===== src/hdl/bsot_pkg.sv =====
// Shared types and widths for the box and sphere overlap test.
package bsot_pkg;

    // Doubled coordinates and gaps, signed
    localparam int D_W   = 35;
    // Gap or doubled radius magnitude
    localparam int MAG_W = 34;
    // Square of a magnitude
    localparam int SQ_W  = 2 * MAG_W;
    // Sum of three squares
    localparam int SUM_W = SQ_W + 2;

    localparam int POS_W  = 32;
    localparam int SIZE_W = 31;
    localparam int AXES   = 3;

    typedef enum logic [1:0] {
        OP_LOAD_BOX    = 2'd0,
        OP_LOAD_SPHERE = 2'd1,
        OP_TEST_BOX    = 2'd2,
        OP_TEST_SPHERE = 2'd3
    } t_opcode;

    typedef enum logic [1:0] {
        MODE_NO_FIRST = 2'd0,
        MODE_BOX_BOX  = 2'd1,
        MODE_SQUARED  = 2'd2
    } t_mode;

    // Control carried alongside the distance terms
    typedef struct packed {
        logic  valid;
        t_mode mode;
        logic  box_hit;
    } t_ctl;

endpackage


===== src/hdl/bsot_axis.sv =====
// One axis: interval overlap and sphere-centre-to-box gap in doubled units.
module bsot_axis (
    input  logic signed [bsot_pkg::POS_W-1:0]  i_box_c,
    input  logic        [bsot_pkg::SIZE_W-1:0] i_box_s,
    input  logic signed [bsot_pkg::POS_W-1:0]  i_oth_c,
    input  logic        [bsot_pkg::SIZE_W-1:0] i_oth_s,
    output logic                               o_overlap,
    output logic        [bsot_pkg::MAG_W-1:0]  o_dist
);

    logic signed [bsot_pkg::D_W-1:0] box_c2;
    logic signed [bsot_pkg::D_W-1:0] box_sx;
    logic signed [bsot_pkg::D_W-1:0] oth_c2;
    logic signed [bsot_pkg::D_W-1:0] oth_sx;
    logic signed [bsot_pkg::D_W-1:0] box_lo;
    logic signed [bsot_pkg::D_W-1:0] box_hi;
    logic signed [bsot_pkg::D_W-1:0] oth_lo;
    logic signed [bsot_pkg::D_W-1:0] oth_hi;
    logic signed [bsot_pkg::D_W-1:0] lo_gap;
    logic signed [bsot_pkg::D_W-1:0] hi_gap;

    assign box_c2 = bsot_pkg::D_W'(i_box_c) <<< 1;
    assign oth_c2 = bsot_pkg::D_W'(i_oth_c) <<< 1;
    assign box_sx = bsot_pkg::D_W'(i_box_s);
    assign oth_sx = bsot_pkg::D_W'(i_oth_s);

    assign box_lo = box_c2 - box_sx;
    assign box_hi = box_c2 + box_sx;
    assign oth_lo = oth_c2 - oth_sx;
    assign oth_hi = oth_c2 + oth_sx;

    assign o_overlap = (box_lo <= oth_hi) && (box_hi >= oth_lo);

    // Clamp the other centre to the box: at most one side can have a positive gap
    assign lo_gap = box_lo - oth_c2;
    assign hi_gap = oth_c2 - box_hi;

    always_comb begin
        if (lo_gap > 0) begin
            o_dist = lo_gap[bsot_pkg::MAG_W-1:0];
        end else if (hi_gap > 0) begin
            o_dist = hi_gap[bsot_pkg::MAG_W-1:0];
        end else begin
            o_dist = '0;
        end
    end

endmodule


===== config.mk =====
export PLATFORM = sky130hd
export DESIGN_NAME = bsot_axis
export DESIGN_NICKNAME = d
export VERILOG_FILES = /design/src/hdl/bsot_pkg.sv /design/src/hdl/bsot_axis.sv
export SDC_FILE = /design/constraint.sdc
export NUM_CORES = 1
export LEC_CHECK = 0
export ABC_AREA = 1
export BUFFER_PORTS_ARGS = -buffer_cell sky130_fd_sc_hd__buf_2
export CAP_MARGIN = 5
export CORE_AREA = 2 2 192 194
export DETAILED_ROUTE_END_ITERATION = 7
export DIE_AREA = 0 0 194 196
export PLACE_DENSITY_LB_ADDON = 0.3
export SLEW_MARGIN = 20
export SYNTH_ARGS = -nofsm -noshare
export SYNTH_HDL_FRONTEND = slang
export SYNTH_SLANG_ARGS = --single-unit
export TNS_END_PERCENT = 30

===== constraint.sdc =====
create_clock -name vclk -period 5.61
set_input_delay 0.561 -clock vclk [all_inputs]
set_output_delay 0.561 -clock vclk [all_outputs]
set_load 0.02 [all_outputs]

== After elaboration in Yosys (flattened, before gate mapping) ==
Index checks and enable logic that the tools add are counted.

* Word-level logic and storage cells: 13
* Bits in registers: 0
* Input port bits: 126

* Add/sub/neg operators: 6
* $lt $le $gt $ge: 4
* Reductions and logical operators: 1
* Mux-type cells: 2

{| class="wikitable"
|+ Operator list
! cell !! number
|-
| 35-bit by 1-bit > comparator with 1-bit output, second input constant || 2
|-
| 33-bit by 32-bit adder with 34-bit output || 2
|-
| 34-bit 2-to-1 mux || 2
|-
| 33-bit by 32-bit subtractor with 34-bit output || 2
|-
| 33-bit by 34-bit subtractor with 35-bit output || 1
|-
| 34-bit by 33-bit subtractor with 35-bit output || 1
|-
| 34-bit >= comparator || 1
|-
| 34-bit <= comparator || 1
|-
| 1-bit logical AND || 1
|}

== Depth between registers and ports, before layout ==
* Depth in word-level cells: 5
* Mapped depth: 37
* Depth with buffers taken out: 36

== Least setup slack after synthesis ==
Ideal clock, no wire load.

* Kind: input-to-output
* From: input port i_box_s[0] (netlist bit)
* To: output port o_dist[1] (netlist bit)
* Path slack: -478 ps
* Arrival time: 5527 ps
* Stages on the path: 30
* Path through: inv_1 fa_1 nand3_1 nand3_1 a21oi_1 o21ai_0 a21boi_0 o21ai_0 a21boi_0 o21ai_2 a21oi_1 o21ai_2 a21oi_1 o21ai_0 xor2_1 ha_1 a21oi_1 o21ai_0 a221oi_1 nand2_1 nand2_1 nand2_1 nor2_1 nand2_1 nor2_1 nand4_1 nand2_2 clkbuf_1 nand2_1 o21ai_0

* Word-level cells in the longest chain between the ends: 5

{| class="wikitable"
|+ Ends and longest elaborated chain
! item !! line !! text
|-
| from (decl) || bsot_axis.sv:4 || <nowiki>input logic [bsot_pkg::SIZE_W-1:0] i_box_s,</nowiki>
|-
| 33-bit by 32-bit adder with 34-bit output || bsot_axis.sv:28 || <nowiki>assign box_hi = box_c2 + box_sx;</nowiki>
|-
| 33-bit by 34-bit subtractor with 35-bit output || bsot_axis.sv:36 || <nowiki>assign hi_gap = oth_c2 - box_hi;</nowiki>
|-
| 35-bit by 1-bit > comparator with 1-bit output || bsot_axis.sv:41 || <nowiki>end else if (hi_gap > 0) begin</nowiki>
|-
| 34-bit 2-to-1 mux || bsot_axis.sv:41 ||
|-
| 34-bit 2-to-1 mux * || bsot_axis.sv:39 || <nowiki>if (lo_gap > 0) begin</nowiki>
|-
| to (decl) || bsot_axis.sv:8 || <nowiki>output logic [bsot_pkg::MAG_W-1:0] o_dist</nowiki>
|}

Mark *: on every way between the ends. The rest lies on a longest branch, timed or not.

== Final worst setup path ==
* From: input port i_box_s[5] (netlist bit)
* To: output port o_dist[25] (netlist bit)

Same word-level chain as after synthesis.

==> run_summary.xml <==
<?xml version="1.0" encoding="UTF-8"?>
<metrics>
  <group name="hold_path">
    <metric name="min-delay-path-class" unit="">input pin to primary output</metric>
  </group>
  <group name="sta">
    <metric name="achievable-frequency" unit="MHz">161.3</metric>
    <metric name="finalSetupTns" unit="ns">-17.90</metric>
    <metric name="worst_hold_slack" unit="ns">1.764</metric>
    <metric name="tightest_slew" unit="ns">0.5731</metric>
    <metric name="grt_setup_unrepaired" unit="">true</metric>
    <metric name="report.final.hold_viol_count" unit="">0</metric>
    <metric name="final_min_period_over_clock_period" unit="">1.105</metric>
    <metric name="final_critical_path_setup_slack" unit="ns">-0.5915</metric>
    <metric name="setup_violation_total_in_the_final_timing_report" unit="">34</metric>
    <metric name="max_slew_margin" unit="">0.6139</metric>
    <metric name="final.min_clock_period" unit="ns">6.202</metric>
    <metric name="finalMaxSlewViolations" unit="">0</metric>
  </group>
  <group name="cells_and_area">
    <metric name="finish.net_count" unit="">3555</metric>
    <metric name="area_growth_syn_to_layout" unit="%">43.19</metric>
    <metric name="seq_cell_count" unit="">0</metric>
    <metric name="number_of_fillers_in_the_final_layout" unit="">3808</metric>
    <metric name="ff_latch_area" unit="um2">0</metric>
    <metric name="count_of_antenna_diodes_in_the_layout" unit="">0</metric>
    <metric name="n_clock_buffer" unit="">0</metric>
    <metric name="fin_area" unit="um2">20360</metric>
    <metric name="share_of_final_layout_standard_cells_stronger_than_drive_strength_1" unit="">0.3055</metric>
  </group>
  <group name="die">
    <metric name="floorplan.die.height" unit="um">196</metric>
    <metric name="ioPinCount" unit="">161</metric>
    <metric name="die_area" unit="um2">38020</metric>
    <metric name="die_width" unit="um">194</metric>
    <metric name="coreArea" unit="um2">36080</metric>
    <metric name="number_of_placement_rows" unit="">70</metric>
    <metric name="starting_density" unit="">0.3940</metric>
  </group>
  <group name="setup_path">
    <metric name="critical_path_max_stage_delay" unit="ns">0.30</metric>
    <metric name="worst-setup-path-type" unit="">input pin to primary output</metric>
    <metric name="timing.critical_path.fanout_max" unit="">7</metric>
    <metric name="cp-endpoint" unit="">o_dist[25]</metric>
    <metric name="cp-end-kind" unit="">primary output</metric>
    <metric name="cp_data_required_time" unit="ns">5.05</metric>
    <metric name="start_kind" unit="">input pin</metric>
    <metric name="crit_arrival" unit="ns">5.64</metric>
    <metric name="timing.critical_path.mode_cell" unit="">sky130_fd_sc_hd__buf_4</metric>
    <metric name="timing.critical_path.from" unit="">i_box_s[5]</metric>
    <metric name="critical-path-slowest-cell" unit="">sky130_fd_sc_hd__nand2_4</metric>
  </group>
  <group name="synth">
    <metric name="ys.warnings.count" unit="">0</metric>
    <metric name="synth_cell_types" unit="">50</metric>
    <metric name="sequential_share_of_the_synthesized_area" unit="">0</metric>
    <metric name="post_synth_instance_area" unit="um2">14220</metric>
    <metric name="syn_inst" unit="">2571</metric>
    <metric name="syn_nets" unit="">2926</metric>
    <metric name="synth.avg_cell_area" unit="um2">5.530</metric>
  </group>
  <group name="place">
    <metric name="io_buffers" unit="">161</metric>
    <metric name="gp_congestion" unit="">1.057</metric>
    <metric name="place_area" unit="um2">18920</metric>
    <metric name="hpwlAfterDp" unit="um">55540</metric>
  </group>
  <group name="route">
    <metric name="wl_per_cell" unit="um">17.21</metric>
    <metric name="detailedRoute.firstIterationViolations" unit="">1174</metric>
    <metric name="total_wirelength" unit="um">63110</metric>
    <metric name="final_antenna_net_count" unit="">0</metric>
    <metric name="detailroute.via_count" unit="">18990</metric>
    <metric name="post-route-drc-count" unit="">0</metric>
    <metric name="route.detailed.vias_per_inst" unit="">5.179</metric>
    <metric name="first_pass_iters" unit="">6</metric>
  </group>
  <group name="clock_network">
    <metric name="holdBufCountCts" unit="">0</metric>
  </group>
  <group name="status">
    <metric name="violations" unit="">negative setup slack</metric>
    <metric name="status" unit="">finished, violations left</metric>
  </group>
  <group name="flow_run">
    <metric name="max_cap_viol_count" unit="">0</metric>
  </group>
  <group name="global_routing">
    <metric name="grt_overflow_total" unit="">0</metric>
    <metric name="antenna_violations_before_repair" unit="">0</metric>
    <metric name="grtUsageTotal" unit="">0.3167</metric>
    <metric name="grt_pass1_vias" unit="">18150</metric>
    <metric name="grt_max_degree" unit="">17</metric>
    <metric name="grt_pass1_wl" unit="um">95610</metric>
  </group>
  <group name="power_and_ir_drop">
    <metric name="power.static_leakage" unit="nW">11.59</metric>
    <metric name="irDropWorstVdd" unit="uV">251.7</metric>
    <metric name="power_density" unit="nW/um2">240.3</metric>
  </group>
</metrics>
## routing by layer
| metal | GRT usage | vias up | routed length, um |
|---|---|---|---|
| li1 | - | 9534 | - |
| met1 | 0.4386 | 8698 | 28700 |
| met2 | 0.5330 | 648 | 28360 |
| met3 | 0.02321 | 106 | 4008 |
| met4 | 0.07660 | 0 | 2029 |
| met5 | 0 | - | 0 |
## synthesized netlist by cell type (all sizes together)
cell type / n / area [um2]
a221oi: 7 / 61.31
clkbuf: 27 / 101.4
a31o: 3 / 26.28
nand4: 38 / 244.0
o21bai: 21 / 157.7
o221ai: 4 / 35.03
o31ai: 1 / 7.510
nand3: 196 / 1051
fa: 6 / 120.1
xor2: 123 / 1077
nand3b: 6 / 45.04
a21o: 9 / 67.56
clkinv: 2 / 8.750
buf: 25 / 215.2
nor4: 11 / 68.82
a31oi: 9 / 56.30
ha: 223 / 2790
o41ai: 1 / 8.760
o21a: 9 / 67.56
inv: 468 / 1757
a21boi: 13 / 97.59
o211ai: 9 / 72.57
or2: 11 / 68.82
o21ai: 119 / 606.8
o2111ai: 4 / 35.03
nor2: 232 / 983.4
nand2: 713 / 2749
xnor2: 14 / 122.6
a21oi: 229 / 1300
a211oi: 5 / 37.54
nor3: 31 / 165.2
or3: 1 / 6.260
o22ai: 1 / 6.260
## cells in the final DEF (no fill, tap or decap), drive strengths merged, types with 3 or more instances in the layout
master,n
a211oi,5
a21boi,13
a21o,9
a21oi,229
a221oi,7
a31o,3
a31oi,9
buf,676
clkbuf,3
fa,6
ha,223
inv,468
nand2,713
nand3,196
nand3b,6
nand4,38
nor2,232
nor3,31
nor4,11
o2111ai,4
o211ai,9
o21a,9
o21ai,119
o21bai,21
o221ai,4
or2,11
xnor2,14
xor2,123
## how the worst min path moves through the flow
stage                    start  depth (start not counted)         to  slack [ns]
floorplan           i_box_s[0]                          2  o_dist[0]        1.41
global placement    i_box_s[0]                          5  o_dist[0]        1.68
detailed placement  i_box_s[0]                          5  o_dist[0]        1.70
CTS                 i_box_s[0]                          5  o_dist[0]        1.70
global route        i_box_s[0]                          6  o_dist[0]        1.80
finish              i_box_s[0]                          6  o_dist[0]        1.76
## per-stage QoR
step / util / total power, mW / instances / setup slack [ns]
2_1_floorplan: - / 2.470 / 2571 / 0.007935
5_1_grt: 0.5642 / 5.329 / 3666 / -0.8861
6_report: 0.5642 / 4.893 / 3666 / -0.5915
3_5_place_dp: 0.5243 / 4.291 / 3620 / -1.091
4_1_cts: 0.5450 / 4.581 / 3644 / -0.4981
3_3_place_gp: 0.5243 / 4.242 / 3620 / -0.9209
## final cells by class
type                       count  area [um2]  area share
multi-input combinational   2049       13010      0.6389
timing repair buffer         679        4987      0.2450
inverter                     470        1778     0.08733
tap                          468       585.6     0.02876
## kinds of logic (layout without fill, tap and decap cells)
family | Yosys count | count (layout) | synth area share
simple gates | 1239 | 1239 | 0.3785
buf+inv | 522 | 1149 | 0.1464
fa+ha+maj | 229 | 229 | 0.2047
compound gates | 444 | 444 | 0.1860
xor+xnor | 137 | 137 | 0.08440
## repair_timing
| item | CTS | global route |
|---|---|---|
| pin swaps | 36 | 66 |
| cloned | 2 | 3 |
| setup buffers | 22 | 21 |
| setup endpoints to repair | 35 | 35 |
| gates resized for setup | 123 | 119 |
## critical path: cells and delay by family
kind            cells  cell delay (ns)
simple gates       13             1.46
compound gates     11             1.71
buf+inv            11             1.24
xor+xnor            1             0.14
fa+ha+maj           2             0.49
## power breakdown
group | internal [mW] | total [mW] | switching (mW)
sequential | 0 | 0 | 0
combinational | 2.14 | 4.89 | 2.75
clock | 0 | 0 | 0
total | 2.14 | 4.89 | 2.75
No activity file was read; power rests on OpenSTA's default activity.
